File: src/hw/rtl/tmta_pkg.sv
package tmta_pkg;

  localparam int TEMPO_ENTRIES = 16;
  localparam int IDX_W         = 4;
  localparam int LEN_W         = 5;
  localparam int FRAC_W        = 16;
  localparam int TICK_W        = 48;
  localparam int MICROS_W      = 24;
  localparam int PPQ_W         = 16;
  localparam int REM_W         = 42;
  localparam int DVD_W         = 64;
  localparam int DVS_W         = 40;
  localparam int CNT_W         = 6;

  localparam logic [MICROS_W-1:0] DEFAULT_MICROS = 24'd500000;
  localparam logic [TICK_W-1:0]   TICK_MAX       = {TICK_W{1'b1}};
  localparam logic [PPQ_W-1:0]    PPQ_RESET      = 16'd480;

  localparam logic FUNC_WRITE   = 1'b0;
  localparam logic FUNC_ADVANCE = 1'b1;

  localparam logic REG_PPQ     = 1'b0;
  localparam logic REG_MAP_LEN = 1'b1;

  typedef enum logic [3:0] {
    S_IDLE, S_SCAN, S_WALK, S_DIV1, S_DIV2, S_CHECK, S_DIV3, S_DIV4, S_OUT
  } state_t;

  typedef struct packed {
    logic             start;
    logic [DVD_W-1:0] dividend;
    logic [DVS_W-1:0] divisor;
  } div_req_t;

  typedef struct packed {
    logic             done;
    logic [DVD_W-1:0] quot;
    logic [DVS_W-1:0] rem;
  } div_rsp_t;

  typedef struct packed {
    logic                en;
    logic [IDX_W-1:0]    addr;
    logic [31:0]         start_tick;
    logic [MICROS_W-1:0] micros;
  } tbl_wr_t;

endpackage

File: src/hw/rtl/tmta_table.sv
module tmta_table import tmta_pkg::*; (
  input  logic                clk,
  input  tbl_wr_t             wr,
  input  logic [IDX_W-1:0]    start_addr,
  input  logic [IDX_W-1:0]    micros_addr,
  output logic [31:0]         start_tick,
  output logic [MICROS_W-1:0] micros
);

  logic [31:0]         starts [TEMPO_ENTRIES];
  logic [MICROS_W-1:0] mics   [TEMPO_ENTRIES];

  always_ff @(posedge clk) begin
    if (wr.en) begin
      starts[wr.addr] <= wr.start_tick;
      mics[wr.addr]   <= wr.micros;
    end
  end

  assign start_tick = starts[start_addr];
  assign micros     = mics[micros_addr];

endmodule

File: config.mk
export PLATFORM = sky130hd
export DESIGN_NAME = tmta_table
export DESIGN_NICKNAME = d
export VERILOG_FILES = /design/src/hw/rtl/tmta_pkg.sv /design/src/hw/rtl/tmta_table.sv
export SDC_FILE = /design/constraint.sdc
export NUM_CORES = 1
export LEC_CHECK = 0
export BUFFER_PORTS_ARGS = -buffer_cell sky130_fd_sc_hd__buf_4
export CAP_MARGIN = 15
export CORE_MARGIN = 2
export CORE_UTILIZATION = 50
export DETAILED_ROUTE_END_ITERATION = 8
export HOLD_SLACK_MARGIN = 0.15
export PLACE_DENSITY = 0.72
export SLEW_MARGIN = 20
export SYNTH_ARGS = -nofsm -noshare
export SYNTH_HDL_FRONTEND = slang
export SYNTH_SLANG_ARGS = --single-unit
File: constraint.sdc
create_clock -name clk -period 11.4 [get_ports clk]
set_input_delay 2.28 -clock clk [delete_from_list [all_inputs] [get_ports clk]]
set_output_delay 2.28 -clock clk [all_outputs]
set_load 0.005 [all_outputs]
Word level (Yosys, flattened, before mapping)
Memory sizes are Yosys's and may differ from the RTL's.
Cells that the tools add are included.
{ "totals": {"reg_bits": 0, "ramBits": 896, "inputBits": 70, "n_memories": 2, "elab_cells": 4} }
{ "classes": {"muxes": 2} }
{ "mem_list": {"columns": ["memory", "words", "width", "read_ports", "rd_clocked_by_memory_dff", "wr", "line", "source"], "rows": [
  ["starts", 16, 32, 1, 0, 1, "tmta_table.sv:10", "logic [31:0] starts [TEMPO_ENTRIES];"],
  ["mics", 16, 24, 1, 0, 1, "tmta_table.sv:11", "logic [MICROS_W-1:0] mics [TEMPO_ENTRIES];"]
]} }
{ "ops": {"columns": ["operator", "count"], "rows": [
  ["$mux 1", 2]
]} }

Depth between registers and ports, before layout
{ "depth": {"depth_word": 2, "depth_mapped": 6, "depth_no_buf": 3} }

Worst setup path before layout
No wires, ideal clock.
{ "synth_path": {"path_kind": "input to register", "startpoint": "in wr[59] (netlist name)", "endpoint": "mem mics[0][0], enable pin", "path_stages": 2, "setup_time_ns": 0.539, "arrival_time_ns": 6.607, "n_path_buf": 0, "required_time_ns": 10.861, "slack_ns": 4.253, "path_cell_list": "or3b_2 -> nor3_1"} }
{ "synth_lines": {"columns": ["item", "line", "source"], "rows": [
  ["start: declaration", "tmta_table.sv:3", "input tbl_wr_t wr,"],
  ["end: declaration", "tmta_table.sv:11", null]
]} }
No word-level cell before the write port.

Worst setup path after layout
{ "layout_path": {"startpoint": "in start_addr[1]", "endpoint": "out start_tick[16]"} }
{ "layout_via": {"elab_chain_len": 1} }
{ "layout_lines": {"columns": ["item", "line", "source"], "rows": [
  ["start: declaration", "tmta_table.sv:4", "input logic [IDX_W-1:0] start_addr,"],
  ["$mem_v2 16x32", null, null],
  ["end: declaration", "tmta_table.sv:6", "output logic [31:0] start_tick,"]
]} }
No other way between the ends.

==> flow_summary.ini <==
[outcome]
outcome = finished clean

[layout]
drive_gt1_share_pct = 31.8
nNetsFinal = 1634
nFillCells = 4715
n_antenna_cell = 0
layout_commonest_cell = edfxtp_1
syn2layout_area_growth_pct = 14.3
final_cell_mix = 896 x edfxtp_1, 224 x mux4_2, 153 x buf_4

[cts]
htree_levels = 3
cts_hold_buffers = 0
cts_tree = yes
cts.repair.resized = 0
clkTransAtPathRegs_ps = 60
cts_buffer_depth = 3
cts_root_buf = clkbuf_16
cts_sinks = 896
cts_buffers = 87
post_cts_buffers = 0

[global_routing]
grt_first_pass_wirelength_um = 106000
grt_pass1_vias = 15800
overflow = 0
grt_max_degree = 77
gr-usage-all-layers_pct = 21.0
antenna_found_initial = 4

[synthesis]
syn_inst = 1395
syn_area_per_cell_um2 = 24.0
synth-seq-area-share_pct = 80.3
yosys_warnings = 0
synthDistinctLibCells = 17
syn_area_mm2 = 0.0335
synth_seq_cells = 896
synth_fp_nets = 1465

[timing]
min_period_ps = 7380
slew_violations = 0
post-route-period-util_pct = 64.8
worst_pin_slew_ps = 1120
setup_viol = 0
hold_viol = 0
holdWs_ps = 1950
max_freq_mhz = 135
max_slew_margin_pct = 24.9
fin_tns_setup_ps = 0
rsz0062_at_grt = false

[worst_hold_path]
hold_path.class = in -> reg

[worst_setup_path]
cpMaxStageDelayCell = buf_4
crit_family = buffers and inverters
worst-path-buf-inv = 4
cpMostUsedCell = buf_4
cp-start-kind = input pin
cp_max_fo = 45
path_cells = buf_4 > buf_4 > buf_4 > mux4_2 > a22oi_1 > nand2_1 > buf_4
arrival_ps = 5100
critical_path_class = in -> out
required_ps = 9120
crit_path_end_kind = primary output
critPathMaxStageDelay_ps = 650

[die]
die_width_um = 263
core_area_mm2 = 0.0661
dieArea_mm2 = 0.0691
die_height_um = 263
pin_count = 126
start_util_pct = 50.7
rows = 94

[placed_design]
hpwl_um = 34600
portBuffers = 125
gp_congestion = 0.692

[power]
combPwrFrac_pct = 5.1
power_density_mw_per_mm2 = 179
total_leakage_power_nw = 12.1
internal_power_mw = 5.47
sw_frac_of_total_pct = 20.1
vdd_drop_max_mv = 0.179
p_clk_share_pct = 40.8
p_seq_share_pct = 54.1
p_sw_mw = 1.38

[routing]
drc = 0
post_drt_wl_per_cell_um = 28.8
num_vias = 15200
ant_nets = 0
vias_per_cell = 6.12
first_iter_violations = 1683
drtPass1Iterations = 5
routed_wl_um = 71700

[job]
cap_violations = 0
## registers in the layout, summed over array words and instances (netlist names)
signal  count
starts    512
mics      384
## layout make-up
cell class	count	area, um2	area share, %
clock inverter	44	440	1.15
tap	864	1080	2.82
sequential	896	26900	70.2
clock buffer	108	2300	6.00
timing repair buffer	156	1180	3.09
multi-input combinational	423	6390	16.7
## metal layers
metal	vias to the layer above	track usage [%]	share of wire (%)	wire, um
li1	6343	-	-	-
met1	8215	28.6	40	28800
met2	560	35.5	51	36700
met3	112	4.19	6.7	4820
met4	8	4.80	1.8	1320
met5	-	0	0.066	47
## metrics by stage
step	total power, mW	cell area, um2	util (%)	cells	setup slack [ps]
after floorplan	3.97	33500	-	1395	4250
after global placement	4.12	35600	53.8	2339	4020
after detailed placement	4.13	35600	53.8	2339	3990
after CTS	6.90	38300	57.9	2491	3990
after global routing	7.05	38300	58.0	2491	3870
final	6.85	38300	58.0	2491	4020
## cell usage after synthesis (all sizes together)
cell / count / area [um2]
a22oi: 112 / 841
edfxtp: 896 / 26900
or3b: 1 / 8.76
mux4: 224 / 5040
nand2: 57 / 214
nand3b: 2 / 15.0
nand2b: 2 / 12.5
nand3: 1 / 5.00
nor3: 4 / 20.0
and2: 2 / 12.5
nor2b: 4 / 25.0
nor2: 14 / 52.6
clkbuf: 41 / 154
buf: 35 / 208
## cells by family after synthesis
kind of cell           after synthesis  synth area share [%]
flip-flops                         896                  80.3
AND/OR/NAND/NOR                     87                  1.09
AO/OA/AOI/OAI                      112                  2.51
multiplexers                       224                  15.1
buffers and inverters               76                  1.08
## power by group through the flow
stage          clock, mW  sequential (mW)  combinational, mW
4_1_cts             2.84             3.71              0.357
2_1_floorplan          0             3.78              0.191
3_5_place_dp           0             3.78              0.356
3_3_place_gp           0             3.77              0.348
6_report            2.79             3.71              0.350
5_1_grt             2.96             3.71              0.378
## path summary, 6_finish.rpt
path / start / endpoint / slack, ps / cells past startpoint
setup / recovery: start_addr[1] / start_tick[16] / 4020 / 7
hold / removal: wr[33] / starts[12][9] / 1950 / 1
(Power assumes the default switching activity.)
