## config.mk

```make
export PLATFORM = sky130hd
export DESIGN_NAME = tmta_div
export DESIGN_NICKNAME = d
export VERILOG_FILES = /design/src/hw/rtl/tmta_pkg.sv /design/src/hw/rtl/tmta_div.sv
export SDC_FILE = /design/constraint.sdc
export NUM_CORES = 1
export LEC_CHECK = 0
export BUFFER_PORTS_ARGS = -buffer_cell sky130_fd_sc_hd__clkbuf_2
export CAP_MARGIN = 20
export CORE_UTILIZATION = 40
export CTS_CLUSTER_SIZE = 12
export DETAILED_ROUTE_END_ITERATION = 10
export GPL_ROUTABILITY_DRIVEN = 0
export SLEW_MARGIN = 5
export SYNTH_ARGS = -nofsm -noshare
export SYNTH_HDL_FRONTEND = slang
export SYNTH_SLANG_ARGS = --single-unit
```

## constraint.sdc

```tcl
create_clock -name clk -period 7.75 [get_ports clk]
set_clock_uncertainty 0.2 [all_clocks]
set_input_delay 0.775 -clock clk [delete_from_list [all_inputs] [get_ports clk]]
set_output_delay 0.775 -clock clk [all_outputs]
set_load 0.02 [all_outputs]
```

## src/hw/rtl/tmta_pkg.sv

```systemverilog
package tmta_pkg;

  localparam int TEMPO_ENTRIES = 16;
  localparam int IDX_W         = 4;
  localparam int LEN_W         = 5;
  localparam int FRAC_W        = 16;
  localparam int TICK_W        = 48;
  localparam int MICROS_W      = 24;
  localparam int PPQ_W         = 16;
  localparam int REM_W         = 42;
  localparam int DVD_W         = 64;
  localparam int DVS_W         = 40;
  localparam int CNT_W         = 6;

  localparam logic [MICROS_W-1:0] DEFAULT_MICROS = 24'd500000;
  localparam logic [TICK_W-1:0]   TICK_MAX       = {TICK_W{1'b1}};
  localparam logic [PPQ_W-1:0]    PPQ_RESET      = 16'd480;

  localparam logic FUNC_WRITE   = 1'b0;
  localparam logic FUNC_ADVANCE = 1'b1;

  localparam logic REG_PPQ     = 1'b0;
  localparam logic REG_MAP_LEN = 1'b1;

  typedef enum logic [3:0] {
    S_IDLE, S_SCAN, S_WALK, S_DIV1, S_DIV2, S_CHECK, S_DIV3, S_DIV4, S_OUT
  } state_t;

  typedef struct packed {
    logic             start;
    logic [DVD_W-1:0] dividend;
    logic [DVS_W-1:0] divisor;
  } div_req_t;

  typedef struct packed {
    logic             done;
    logic [DVD_W-1:0] quot;
    logic [DVS_W-1:0] rem;
  } div_rsp_t;

  typedef struct packed {
    logic                en;
    logic [IDX_W-1:0]    addr;
    logic [31:0]         start_tick;
    logic [MICROS_W-1:0] micros;
  } tbl_wr_t;

endpackage

```

## src/hw/rtl/tmta_div.sv

```systemverilog
module tmta_div import tmta_pkg::*; (
  input  logic     clk,
  input  logic     rst,
  input  div_req_t req,
  output div_rsp_t rsp
);

  logic             busy;
  logic             done;
  logic [CNT_W-1:0] cnt;
  logic [DVD_W-1:0] dvd;
  logic [DVS_W-1:0] r;
  logic [DVS_W-1:0] dvs;
  logic [DVS_W:0]   r_sh;
  logic [DVS_W:0]   diff;
  logic             ge;

  assign r_sh = {r, dvd[DVD_W-1]};
  assign diff = r_sh - {1'b0, dvs};
  assign ge   = r_sh >= {1'b0, dvs};

  always_ff @(posedge clk) begin
    if (rst) begin
      busy <= 1'b0;
      done <= 1'b0;
      cnt  <= '0;
    end else begin
      done <= 1'b0;
      if (req.start) begin
        busy <= 1'b1;
        cnt  <= '0;
      end else if (busy) begin
        cnt <= cnt + 1'b1;
        if (cnt == CNT_W'(DVD_W - 1)) begin
          busy <= 1'b0;
          done <= 1'b1;
        end
      end
    end
  end

  always_ff @(posedge clk) begin
    if (req.start) begin
      dvd <= req.dividend;
      dvs <= req.divisor;
      r   <= '0;
    end else if (busy) begin
      r   <= ge ? diff[DVS_W-1:0] : r_sh[DVS_W-1:0];
      dvd <= {dvd[DVD_W-2:0], ge};
    end
  end

  assign rsp.done = done;
  assign rsp.quot = dvd;
  assign rsp.rem  = r;

endmodule

```

# Yosys cells after proc, flatten, opt, wreduce, memory -nomap -nowiden
# Index checks and enable logic that the tools add are counted.
# Widths: inputs -> output; s select.
# word_totals
register_bits	152
input_bits	107
out_inout_bits	105
wordCells	21
# op_classes
add_sub_neg	2
n_lt_le_gt_ge	1
n_eq_ne	1
muxes	7
bitwise	1
reduce_logical	3
# op_table
operator	count
$mux 64	2
$ge 41x40->1	1
$mux 40	1
$sub 40x40->40	1
$add 6x1->6 const B	1
$eq 6x6->1 const B	1
$mux 1	4
$reduce_or 3->1	1
$reduce_bool 2->1	1
$reduce_or 2->1	1
$not 1->1	1

# Logic depth before layout (Yosys ltp)
# logic_depth
ltp_word	4
ltp_mapped	14
ltp_nobuf	13

# Worst setup path before layout
# Ideal clock, no wire load.
# synth_path
kind	input to register
start	input req[104] (netlist name)
end	register dvd[0], enable pin
setup_time_ps	418
arrival_time_ps	2540
required_ps	7132
slack_ps	4592
cell_stages	4
path_buffers	2
cell_sequence	clkbuf_1 -> nor2_1 -> clkbuf_1 -> inv_1
# synth_via
elab_chain_cells	1
# synth_lines
item	line_no	rtl
start, declared	tmta_div.sv:4	input div_req_t req,
$reduce_bool 2->1 (no source line)	-	
end signal, assigned	tmta_div.sv:44	dvd <= req.dividend;
end signal, assigned	tmta_div.sv:49	dvd <= {dvd[DVD_W-2:0], ge};
end, declared	tmta_div.sv:11	logic [DVD_W-1:0] dvd;
# No other way between the ends.
# A chain may end at the register's enable or synchronous reset.

# Final worst setup path
# layout_path
start	register dvd[63]
end	register r[38]
# layout_via
elab_chain_cells	2
elab_cells_between_ends	3
classes_between	add/sub (1); order compare (1); mux (1)
# layout_lines
item	line_no	rtl
$sub 40x40->40 or $ge 41x40->1 (tied branches)	tmta_div.sv:19, tmta_div.sv:20	
$mux 40 (*)	tmta_div.sv:48	r <= ge ? diff[DVS_W-1:0] : r_sh[DVS_W-1:0];
end signal, assigned	tmta_div.sv:48	
end, declared	tmta_div.sv:12	logic [DVS_W-1:0] r;
# Every way passes the cells marked *; elsewhere a longest branch is shown, timed or not.

==> flow_summary.toml <==
[run_status]
status = "completed"

[floorplan]
design.die.area_sq_um = 21800
ios = 212
rows = 52
core_sq_um = 20500
dieWidth_microns = 148
initial_utilization_pct = 41.4
fp.dieH_microns = 148

[synthesis]
yosys.area_share.simple_pct = 10.9
synth-compound-area-share_pct = 15.4
yosys.area.top_type_share_pct = 36.8
seq_area_frac_synth_pct = 48.1
synthTopCellsByCount = "edfxtp_1 (104), mux2_2 (65), nor2_1 (65)"
synthMuxAreaShare_pct = 10.5
ys_ff_latch = 152
synth_top_family_by_area = "compound AO/OA/AOI/OAI gates"
synth_area_per_cell_sq_um = 10.7
synth_edf_count = 104
synth_ff_type = "edfxtp_1"
syn-cell-area_sq_um = 8490
yosysTopAreaCell = "edfxtp_1"
synth-adder-area-share_pct = 6.27
synth.most_common_cell = "edfxtp_1"
netlist_top_cells_area = "edfxtp_1 (37%), dfxtp_1 (11%), mux2_2 (8.6%), ha_1 (6.0%), a21oi_1 (2.9%)"
synth_fp_nets = 942
syn_inst = 793
synth_cell_types = 67
async_flop_share_pct = 0
synthXorXnorAreaFrac_pct = 3.51
ys_warn_count = 0

[cts]
clockRootBuffer = "clkbuf_16"
cts_setup_buffers = 0
cts_resized = 0
htree_num_levels = 4
clock_latency_ns = 0.43
tritoncts.num_buffers = 17
cts_tree = "yes"
cts_buffer_depth = 2
cts.sinks = 152
clkTransAtPathRegs_ns = 0.07
cts_hold_buf = 0

[sta]
rsz0062_at_grt = "false"
tightest_slew_ns = 1.08
period_minus_slack_ns = 3.54
fin_ws_ns = 4.21
max_slew_margin_pct = 27.8
report.final.slew_viol_count = 0
finalCritPeriodShare_pct = 45.7
hold_viol_final = 0
setup-tns-final_ns = 0
max_freq_mhz = 282
finalSetupViolCount = 0

[pwr]
p_leak_nw = 4.45
power_mw = 2.38
p_per_area_nw_per_um2 = 230
ir_drop_uv = 142

[place]
preCtsSetupSlack_ns = 4.02
port_buffers = 211
place_area_sq_um = 9700
place_hpwl_microns = 15000

[hold_path]
min_path_type = "register to register"
min-delay-start = "cnt[5]$_SDFFE_PP0P_"

[worst_setup_path]
crit_start = "dvd[63]$_DFFE_PP_"
crit_path_max_fanout = 3
critPathKind = "register to register"
startpoint_type = "register"
r2r_slack_ns = 4.21
cp-end-kind = "register"
rr_startpoint = "dvd[63]$_DFFE_PP_"
worstPathArrival_ns = 3.70
worst_ep_required_time_ns = 7.91

[grt]
track_usage_pct = 19.3
grt_max_degree = 75
grt_pass1_wl_microns = 33100
gr-total-overflow = 0
met1_usage_pct = 25.7
top_usage_layer = "met2"
use_met2_pct = 31.6
grt_use_met3_pct = 4.72
grt_pass1_vias = 6383
antenna_found_initial = 0

[cells_and_area]
fin_util_pct = 50.5
final_area_sq_um = 10300
num-nets-final = 1131
area_growth_pct = 21.8
drive_gt1_share_pct = 34.1
antenna_cells = 0

[route]
drt_iter0_markers = 296
drc = 0
vias_per_cell = 5.18
ant_nets = 0
wl_per_cell_microns = 16.5
totalWireLength_microns = 20800
num_vias = 6555
drt_first_pass_iters = 4

[job]
max_cap_viol_count = 0
==> cells by family (layout without fill, tap and decap cells) <==
logic type                 Yosys count  after routing
DFF                                152            152
and+or+nand+nor                    193            193
xor gates and xnor gates            34             34
adders and majority gates           42             42
muxes                               81             81
AOI/OAI and AO/OA                  187            187
buffers and inverters              104            306
==> worst max-delay path, stage by stage, from the launching register on <==
cell	delay, ns
edfxtp_1	0.40
inv_1	0.06
ha_1	0.22
fa_1	0.42
nor2b_4	0.16
o2111ai_1	0.14
a21boi_1	0.26
o21bai_2	0.12
a21oi_1	0.40
a31oi_1	0.23
o21ai_1	0.29
a21oi_1	0.13
mux2_2	0.28
a31oi_1	0.15
==> through the flow <==
stage | hold WS (ns) | cells
after floorplan | 0.254 | 793
after global placement | 0.266 | 1232
after detailed placement | 0.274 | 1232
after CTS | 0.285 | 1264
after global routing | 0.291 | 1265
final | 0.285 | 1265
==> sequential cells by signal (all words and copies together) (netlist names) <==
signal,flops
dvd,64
dvs,40
r,40
cnt,6
busy,1
done,1
==> area by class of cell <==
cell class,instances,area [sq um]
Clock buffer,17,425
Clock inverter,15,208
Fill cell,1908,10100
Inverter,58,218
Multi-Input combinational cell,537,3960
Sequential cell,152,4090
Tap cell,270,338
Timing Repair Buffer,216,1110
==> path summary, 6_finish.rpt <==
| check | end | cells past startpoint |
|---|---|---|
| setup reg to reg | r[38]$_SDFFE_PP0P_ | 13 |
| setup / recovery | r[38]$_SDFFE_PP0P_ | 13 |
| hold / removal | cnt[5]$_SDFFE_PP0P_ | 2 |
| hold reg to reg | cnt[5]$_SDFFE_PP0P_ | 2 |
==> metal layers <==
layer  up-vias  share of wire, %
li1       3290                 -
met1      3094                46
met2       155                48
met3        16               5.4
met4         0              0.83
met5         -                 0
==> cells in the final DEF (no fill, tap or decap), types with 10 or more instances in the layout <==
| cell type | count |
|---|---|
| nor2_1 | 65 |
| a21oi_1 | 50 |
| ha_1 | 41 |
| inv_1 | 57 |
| a211oi_1 | 22 |
| xnor2_1 | 20 |
| a311oi_1 | 10 |
| xor2_1 | 14 |
| edfxtp_1 | 104 |
| nand4_1 | 15 |
| o21ai_0 | 25 |
| clkbuf_2 | 210 |
| mux2_2 | 65 |
| clkbuf_16 | 17 |
| a21o_1 | 18 |
| mux2i_1 | 16 |
| nand2_1 | 52 |
| dfxtp_1 | 47 |
==> power breakdown <==
part | internal [mW] | switching [mW] | total (mW) | leakage, nW
Sequential | 0.948 | 0.0421 | 0.990 | 1.43
Combinational | 0.208 | 0.313 | 0.521 | 2.72
Clock | 0.471 | 0.402 | 0.873 | 0.306
No activity file was read; power rests on OpenSTA's default activity.
